**src/sv/dmmf_pkg.sv**
```systemverilog
// Types and constants shared by the depth map median filter modules.
package dmmf_pkg;

  typedef enum logic [1:0] {
    ST_IDLE,
    ST_CHECK,
    ST_SEL,
    ST_OUT
  } top_state_e;

  typedef enum logic {
    SEL_IDLE,
    SEL_SCAN
  } sel_state_e;

  localparam int CFG_DW   = 12;
  localparam int CFG_IW   = 2;
  localparam int ROW_W    = 12;
  localparam int RADIUS_W = 2;

  localparam logic [CFG_IW-1:0] CFG_WIDTH  = 2'd0;
  localparam logic [CFG_IW-1:0] CFG_HEIGHT = 2'd1;
  localparam logic [CFG_IW-1:0] CFG_RADIUS = 2'd2;

  localparam logic [CFG_DW-1:0]   RST_WIDTH  = 12'd640;
  localparam logic [CFG_DW-1:0]   RST_HEIGHT = 12'd480;
  localparam logic [RADIUS_W-1:0] RST_RADIUS = 2'd1;

endpackage

```
**src/sv/dmmf_select.sv**
```systemverilog
// Window median unit: radix selection, one bit per pass over the window in the line store.
module dmmf_select #(
  parameter int MAX_WIDTH  = 2048,
  parameter int MAX_RADIUS = 3,
  parameter int DEPTH_BITS = 16,
  localparam int STORE_ROWS = 2 * MAX_RADIUS + 2,
  localparam int WIN_SIDE   = 2 * MAX_RADIUS + 1,
  localparam int WIN_MAX    = WIN_SIDE * WIN_SIDE,
  localparam int AW         = $clog2(STORE_ROWS * MAX_WIDTH),
  localparam int SW         = $clog2(STORE_ROWS),
  localparam int CW         = $clog2(MAX_WIDTH + 1),
  localparam int KW         = $clog2(WIN_MAX + 1),
  localparam int RADW       = $clog2(MAX_RADIUS + 1)
) (
  input  logic                  clk_i,
  input  logic                  rst_ni,
  input  logic                  start_i,
  input  logic [SW-1:0]         r0_slot_i,
  input  logic [RADW:0]         rows_m1_i,
  input  logic [CW-1:0]         c0_i,
  input  logic [CW-1:0]         c1_i,
  input  logic [KW-1:0]         k_i,
  output logic                  rd_en_o,
  output logic [AW-1:0]         rd_addr_o,
  input  logic [DEPTH_BITS-1:0] rd_data_i,
  output logic                  done_o,
  output logic [DEPTH_BITS-1:0] med_o
);
  import dmmf_pkg::*;

  sel_state_e state_q, state_d;

  logic [SW-1:0]         slot0_q, slot0_d, slot_q, slot_d;
  logic [RADW:0]         rows_q, rows_d, row_left_q, row_left_d;
  logic [CW-1:0]         c0_q, c0_d, c1_q, c1_d, col_q, col_d;
  logic                  issue_done_q, issue_done_d, rd_vld_q, rd_vld_d, done_q, done_d;
  logic [KW-1:0]         cnt_q, cnt_d, k_q, k_d;
  logic [DEPTH_BITS-1:0] prefix_q, prefix_d, bit_q, bit_d, himask_q, himask_d;
  logic                  match;

  assign match = (((rd_data_i ^ prefix_q) & himask_q) == '0) && ((rd_data_i & bit_q) == '0);

  // Next state
  always_comb begin
    state_d = state_q;
    unique case (state_q)
      SEL_IDLE: begin
        if (start_i) state_d = SEL_SCAN;
      end
      SEL_SCAN: begin
        if (issue_done_q && !rd_vld_q && bit_q[0]) state_d = SEL_IDLE;
      end
      default: state_d = SEL_IDLE;
    endcase
  end

  // Datapath
  always_comb begin
    slot0_d      = slot0_q;
    rows_d       = rows_q;
    c0_d         = c0_q;
    c1_d         = c1_q;
    slot_d       = slot_q;
    row_left_d   = row_left_q;
    col_d        = col_q;
    issue_done_d = issue_done_q;
    rd_vld_d     = 1'b0;
    done_d       = 1'b0;
    cnt_d        = cnt_q;
    k_d          = k_q;
    prefix_d     = prefix_q;
    bit_d        = bit_q;
    himask_d     = himask_q;
    rd_en_o      = 1'b0;

    if (state_q == SEL_IDLE) begin
      if (start_i) begin
        slot0_d      = r0_slot_i;
        rows_d       = rows_m1_i;
        c0_d         = c0_i;
        c1_d         = c1_i;
        slot_d       = r0_slot_i;
        row_left_d   = rows_m1_i;
        col_d        = c0_i;
        issue_done_d = 1'b0;
        cnt_d        = '0;
        k_d          = k_i;
        prefix_d     = '0;
        bit_d        = {1'b1, {(DEPTH_BITS-1){1'b0}}};
        himask_d     = '0;
      end
    end else begin
      // issue one window read per cycle
      if (!issue_done_q) begin
        rd_en_o  = 1'b1;
        rd_vld_d = 1'b1;
        if (col_q == c1_q) begin
          col_d = c0_q;
          if (row_left_q == '0) begin
            issue_done_d = 1'b1;
          end else begin
            row_left_d = row_left_q - 1'b1;
            slot_d     = (slot_q == SW'(STORE_ROWS - 1)) ? '0 : slot_q + 1'b1;
          end
        end else begin
          col_d = col_q + 1'b1;
        end
      end
      if (rd_vld_q && match) cnt_d = cnt_q + 1'b1;
      // pass complete: settle this bit, rewind the scan
      if (issue_done_q && !rd_vld_q) begin
        if (k_q >= cnt_q) begin
          prefix_d = prefix_q | bit_q;
          k_d      = k_q - cnt_q;
        end
        cnt_d        = '0;
        issue_done_d = 1'b0;
        slot_d       = slot0_q;
        row_left_d   = rows_q;
        col_d        = c0_q;
        himask_d     = himask_q | bit_q;
        bit_d        = bit_q >> 1;
        if (bit_q[0]) done_d = 1'b1;
      end
    end
  end

  always_ff @(posedge clk_i or negedge rst_ni) begin
    if (!rst_ni) begin
      state_q      <= SEL_IDLE;
      issue_done_q <= 1'b0;
      rd_vld_q     <= 1'b0;
      done_q       <= 1'b0;
    end else begin
      state_q      <= state_d;
      issue_done_q <= issue_done_d;
      rd_vld_q     <= rd_vld_d;
      done_q       <= done_d;
    end
  end

  always_ff @(posedge clk_i) begin
    slot0_q    <= slot0_d;
    rows_q     <= rows_d;
    c0_q       <= c0_d;
    c1_q       <= c1_d;
    slot_q     <= slot_d;
    row_left_q <= row_left_d;
    col_q      <= col_d;
    cnt_q      <= cnt_d;
    k_q        <= k_d;
    prefix_q   <= prefix_d;
    bit_q      <= bit_d;
    himask_q   <= himask_d;
  end

  assign rd_addr_o = AW'(32'(slot_q) * MAX_WIDTH) + AW'(col_q);
  assign done_o    = done_q;
  assign med_o     = prefix_q;

endmodule

```
**config.mk**
```make
export PLATFORM = sky130hd
export DESIGN_NAME = dmmf_select
export DESIGN_NICKNAME = d
export VERILOG_FILES = /design/src/sv/dmmf_pkg.sv /design/src/sv/dmmf_select.sv
export SDC_FILE = /design/constraint.sdc
export NUM_CORES = 1
export LEC_CHECK = 0
export CAP_MARGIN = 20
export CORE_UTILIZATION = 50
export DETAILED_ROUTE_END_ITERATION = 8
export DONT_BUFFER_PORTS = 1
export GPL_TIMING_DRIVEN = 0
export MAX_ROUTING_LAYER = met4
export PLACE_DENSITY_LB_ADDON = 0.08
export RECOVER_POWER = 100
export SKIP_LAST_GASP = 1
export SYNTH_ARGS = -nofsm -noshare
export SYNTH_HDL_FRONTEND = slang
export SYNTH_SLANG_ARGS = --single-unit
```
**constraint.sdc**
```tcl
create_clock -name clk_i -period 3.2 [get_ports clk_i]
set_input_delay 0.64 -clock clk_i [delete_from_list [all_inputs] [get_ports clk_i]]
set_output_delay 0.64 -clock clk_i [all_outputs]
set_load 0.01 [all_outputs]
```
==> metrics.txt, run 1 <==
H-tree lvl count 3; achievable frequency ~0.36 GHz; via count 3328; antenna violations before repair 0; Fin. Hold Viols 0; WL/cell 19.6 µm; HPWL after detailed placement about 8300 µm; Synthesized Nets a little over 500; CP max stage delay 0.67 ns; Final Slew Violations 0; Max-Cap Viols 0; area leader, netlist edfxtp_1; Die Wd 106 µm; final setup fails 0; Post-CTS Resized 0; ys flop type edfxtp_1; Largest delay share family, worst path buffers and inverters; clock latency on the worst-skew pair about 0.4 ns; DIE HEIGHT 106 µm; Fillers around 940; Post-synth EDFFs 108; die area 11200 µm²; Crit Path Max Fanout 10; Worst EP arrival 2.92 ns; first-pass GRT wire length 18000 µm; CTS buffer count 9; share of the yosys chip area belonging to registers a little over 60%; setup_tns 0 ns; CTS clk-pin slew, worst paths 0.11 ns; final wirelength 11800 µm; LEAKAGE 1.96 nW; critical path class flip-flop to flip-flop; # rows 37; Worst path slowest cell clkbuf_1; largest net degree at the start of global routing 34; crit start category flip-flop; IO Pins 87; GP Congestion 0.755; Critical Path RT 3.32 ns; Slew HR 4.95%; VDD IR max 0.339 mV; Finished Cell Area 5770 µm²; Final Core Density 55.4%; share of layout cells above drive strength 1 roughly 4.7%; placed inst area 5610 µm²; vias per inst 5.53; synthesis-stage register bit count 112; post-synthesis cell area 5410 µm²; Hold Path Class input pin to flip-flop; clock root cell clkbuf_8; share of synthesized registers carrying an async set or reset 3.57%; power density over the cells roughly 560 nW/µm²; Antenna Cells 0; RSZ-0062 raised after global routing no; nets ~530; share of the synthesized area in the top cell type 60.0%; Worst Skew 0.0169 ns; vias in the first global route 3323; Post-CTS Setup Inserts 0; Final period util between 80% and 90%; post-route ant nets 0; Sink Count 112; Mapped Avg Cell Area roughly 12 µm²; DRC viols 0; Post-Synthesis Cells 446; top post-synthesis cells by area edfxtp_1 60%, nor2_1 5.7%, xnor2_1 4.5%; core box area 10400 µm²; Iter 0 DRT Violations around 210; Initial Utilization 51.9%; Area growth, synth to finish 6.76%; drt pass-1 iters 5; gr usage total about 23%; Synth cell types 44; CP Capture Type flip-flop; critical-path cell list xnor2_1 -> nand4_1 -> o31ai_1 -> clkbuf_1 -> mux2i_1 -> o21ai_1; CTS Buffer Depth 2; Port Buffer Count 0; status complete, no violations; crit path time final 2.79 ns; Critical path buffers and inverters 1; Worst-Margin Slew 1.42 ns; YS warnings 0; gr ovfl total 0; CTS tree yes
[state kept, by name (all words and copies together) (netlist names), 6 cells and up]
name      flops
bit_q        16
c0_q         12
c1_q         12
cnt_q         6
col_q        12
himask_q     16
k_q           6
med_o        16
[placed cells by master, fill, tap and decap left out, types with 11 or more instances in the layout]
cell / Yosys / final
edfxtp_1: 108 / 108
ha_1: 14 / 14
o21ai_0: 8 / 15
inv_1: 14 / 15
clkbuf_1: 9 / 26
nand2_1: 27 / 27
xor2_1: 18 / 18
mux2i_1: 11 / 11
xnor2_1: 28 / 28
nor2_1: 82 / 82
a22oi_1: 13 / 13
[worst reg2reg max path: stages, from the launching register on]
cell	delay [ns]
edfxtp_1	0.58
xnor2_1	0.22
nand4_1	0.16
o31ai_1	0.54
clkbuf_1	0.67
mux2i_1	0.28
o21ai_1	0.08
[cell families after synthesis]
family / share of synthesized area (%)
XOR/XNOR: 7.45
AO/OA/AOI/OAI: 6.50
adder cells (fa/ha/maj): 3.61
multiplexers: 2.94
flip-flops: 61.8
buffers and inverters: 3.70
AND/OR/NAND/NOR: 14.0
[power by group]
part	switching [mW]	leakage, nW	internal (mW)	total (mW)
logic	0.209	0.819	0.215	0.424
clock network	0.505	0.106	0.451	0.955
registers	0.162	1.03	1.71	1.87
[final cells by class]
class	count	area (µm²)	share of cell area, %
Multi-Input combinational cell	296	1860	32.3
Clock inverter	5	87.6	1.52
Sequential cell	112	3340	57.9
Tap cell	136	170	2.95
Clock buffer	11	131	2.28
Inverter	15	56.3	0.976
Timing Repair Buffer	3	28.8	0.499
Buffer	24	91.3	1.58
[stage by stage]
step / instances / power (mW) / hold WS, ns / setup slack, ns
global placement: 582 / 2.39 / 0.345 / -0.624
detailed placement: 584 / 2.41 / 0.345 / 0.140
global route: 602 / 3.37 / 0.310 / 0.188
CTS: 601 / 3.35 / 0.314 / 0.120
floorplan: 446 / 2.28 / 0.344 / 0.384
finish: 602 / 3.25 / 0.334 / 0.405
[path summary, 6_finish.rpt]
| kind | endpoint | slack [ns] | cells past startpoint | startpoint |
|---|---|---|---|---|
| min reg2reg | himask_q[4] | 0.58 | 2 | himask_q[4] |
| max | col_q[10] | 0.41 | 6 | col_q[0] |
| min in group asynchronous | state_q | 0.50 | 1 | rst_ni |
| max reg2reg | col_q[10] | 0.41 | 6 | col_q[0] |
| max in group asynchronous | done_o | 2.52 | 1 | rst_ni |
| min | c1_q[6] | 0.33 | 0 | c1_i[6] |
[cells in the mapped netlist (2+ instances only)]
library cell and number:
edfxtp_1 108, nor2_1 82, xnor2_1 28, nand2_1 27
xor2_1 18, and2_1 16, ha_1 14, inv_1 14
a22oi_1 13, buf_4 11, mux2i_1 11, nand3_1 10
nand4_1 10, a21oi_1 9, clkbuf_1 9, o21ai_1 9
o21ai_0 8, nor2b_1 6, nor3_1 5, and3_1 4
dfrtp_1 4, a31oi_1 3, mux2_2 3, and4_1 2
buf_1 2, o31ai_1 2
[metal layers]
| metal | track usage (%) | share of wire, % |
|---|---|---|
| met5 | - | 0 |
| met1 | 29.0 | 45 |
| met4 | 6.94 | 1.5 |
| met2 | 34.6 | 47 |
| met3 | 6.62 | 6.3 |
[timing repair]
action,4_1_cts,5_1_grt
setup endpoints to repair,0,6
hold buffers,1,0
endpoints found under the hold margin,4,0
No activity file was read; power rests on OpenSTA's default activity.
==> run 2, diff against run 1 <==
--- a/config.mk
+++ b/config.mk
@@ -5,13 +5,13 @@
 export SDC_FILE = /design/constraint.sdc
 export NUM_CORES = 1
 export LEC_CHECK = 0
+export BUFFER_PORTS_ARGS = -buffer_cell sky130_fd_sc_hd__buf_4
 export CAP_MARGIN = 20
 export CORE_UTILIZATION = 50
 export DETAILED_ROUTE_END_ITERATION = 8
-export DONT_BUFFER_PORTS = 1
 export GPL_TIMING_DRIVEN = 0
 export MAX_ROUTING_LAYER = met4
-export PLACE_DENSITY_LB_ADDON = 0.08
+export PLACE_DENSITY_LB_ADDON = 0.25
 export RECOVER_POWER = 100
 export SKIP_LAST_GASP = 1
 export SYNTH_ARGS = -nofsm -noshare
==> constraint.sdc (replaced) <==
create_clock -name clk_i -period 2.9 [get_ports clk_i]
set_input_delay 0.58 -clock clk_i [delete_from_list [all_inputs] [get_ports clk_i]]
set_output_delay 0.58 -clock clk_i [all_outputs]
set_load 0.01 [all_outputs]
==> run 2 against run 1 <==
Effect of this change:
- sequential power grew 10%
- non-clock buffer count grew 86
- first-iteration DRC count shrank 10%
- hold slack gained 0.049 ns
- via count grew 11%
- critical endpoint is now cnt_q[3]
- largest cell class unchanged
- largest power group unchanged
- highest routed layer unchanged
==> metrics.txt, run 2 (same netlist as run 1, synthesis figures left out) <==
core box area 10400 µm² (unchanged); crit path time final 2.62 ns (-0.177 ns); Sink Count 112 (unchanged); Critical Path RT 2.97 ns (-0.35 ns); Max-Cap Viols 0 (unchanged); Hold Slack 0.384 ns (+0.0493 ns); HPWL after detailed placement 8400 µm (+1.1%); placed insts 670 (+15%); Crit Path Max Fanout 33 (+23); status complete, no violations; RSZ-0062 raised after global routing no; vias in the first global route 3634 (+9.4%); IO Pins 87 (unchanged); final setup fails 0 (unchanged); Final Slew Violations 0 (unchanged); Port Buffer Count 86 (+86); Fin. Hold Viols 0 (unchanged); gr usage total 22.8% (+0.31 points); via count 3687 (+11%); final worst setup slack 0.282 ns (-0.123 ns); Die Wd 106 µm (unchanged); CTS buffer count 9 (unchanged); drt pass-1 iters 5 (unchanged); total power 3.70 mW (+14%); post-route ant nets 0 (unchanged); nets 617 (+16%); commonest cells after routing, fill and taps aside 108 x edfxtp_1, 82 x nor2_1, 45 x clkbuf_1; Iter 0 DRT Violations 190 (-10%); clock latency on the worst-skew pair 0.39 ns (about the same); Worst-Margin Slew 1.48 ns (+0.0544 ns); Antenna Cells 0 (unchanged); CTS tree yes; LEAKAGE 2.29 nW (+17%); Slew HR 1.31% (-3.6 points); Final period util 90.3% (+2.9 points); largest net degree at the start of global routing 34 (unchanged); achievable frequency 0.382 GHz (+6.8%); CTS Buffer Depth 2 (unchanged); CTS clk-pin slew, worst paths 0.11 ns (about the same); DRC viols 0 (unchanged); Final Core Density 60.8% (+5.3 points); WL/cell 17.0 µm (-13%); commonest non-fill, non-tap cell in the layout edfxtp_1; GP Congestion 0.834 (+10%); antenna violations before repair 0 (unchanged); H-tree lvl count 3 (unchanged); first-pass GRT wire length 18600 µm (+3.3%); vias per inst 5.36 (-3.1%); final wirelength 11700 µm (-0.71%); DP Worst Slack -0.149 ns (-0.289 ns); Hold Path Class input pin to flip-flop; Worst EP arrival 2.69 ns (-0.23 ns); crit start category flip-flop; critical path class flip-flop to flip-flop; die area 11200 µm² (unchanged); Layout Cells excl Fill 688 (+14%); # rows 37 (unchanged); clock root cell clkbuf_8; share of layout cells above drive strength 1 15.9% (+11 points); DIE HEIGHT 106 µm (unchanged); Initial Utilization 51.9% (unchanged); CP Capture Type flip-flop; gr ovfl total 0 (unchanged); Area growth, synth to finish 17.1%; VDD IR max 0.444 mV (+31%); power density over the cells 585 nW/µm² (+3.9%); reg2reg setup slack 0.28 ns (-0.12 ns); Worst Skew 0.0156 ns (-0.00126 ns)
## run 2: cell types whose count changed in the layout (fill, tap and decap cells not counted), moves of 2 or more
cell      change
buf_4        +34
clkbuf_4     +30
clkbuf_1     +19
and2_0        +3
and2_1        -3
clkinv_2      +2
## run 2: layer usage
metal / GRT usage, % / up-vias / part of all wire [%]
met1: 27.7 / 1761 / 42
met3: 4.54 / 15 / 5.8
li1: - / 1784 / -
met5: - / - / 0
met2: 38.8 / 127 / 51
met4: 6.45 / 0 / 1.5
## run 2: worst paths after layout
kind                                    from  endpoint  cells after the start
worst max-delay path                 state_q  cnt_q[3]                      4
worst min-delay path                c1_i[11]  c1_q[11]                      1
worst max register to register       state_q  cnt_q[3]                      4
worst min register to register  issue_done_q  rd_vld_q                      1
max in group asynchronous             rst_ni    done_o                      2
min in group asynchronous             rst_ni  rd_vld_q                      2
## run 2: power by group
part	leakage [nW]	switching, mW	internal, mW	total [mW]
clock	0.101	0.541	0.405	0.946
combinational	1.15	0.275	0.419	0.694
sequential	1.03	0.177	1.89	2.06
## run 2: through the flow
| step | area [µm²] | setup TNS (ns) |
|---|---|---|
| after global routing | 6330 | 0 |
| after detailed placement | 6260 | -0.891 |
| after floorplan | 5410 | 0 |
| final | 6330 | 0 |
| after CTS | 6470 | 0 |
| after global placement | 6220 | -29.61 |
## run 2: final cells by class
class,count,area (µm²)
fillers,889,4090
flip-flops and latches,112,3340
multi-input cells,296,1870
repair buffers,89,551
well taps,136,170
plain buffers,24,144
clock buffers,10,128
clock inverters,6,66.3
inverters,15,56.3
## run 2: what timing repair did
| action | 4_1_cts | 5_1_grt |
|---|---|---|
| setup buffers | 0 | 0 |
| endpoints found under the setup margin | 6 | 1 |
| resized for setup | 0 | 1 |
| hold buffers | 1 | 0 |
| endpoints found under the hold margin | 4 | 0 |
| cloned | 1 | 0 |
## run 2: critical path, stage by stage (launching register included)
cell and delay (ns):
dfrtp_1 0.41, clkbuf_1 0.31, nor2b_4 0.52, or2_2 0.74, a21o_1 0.32
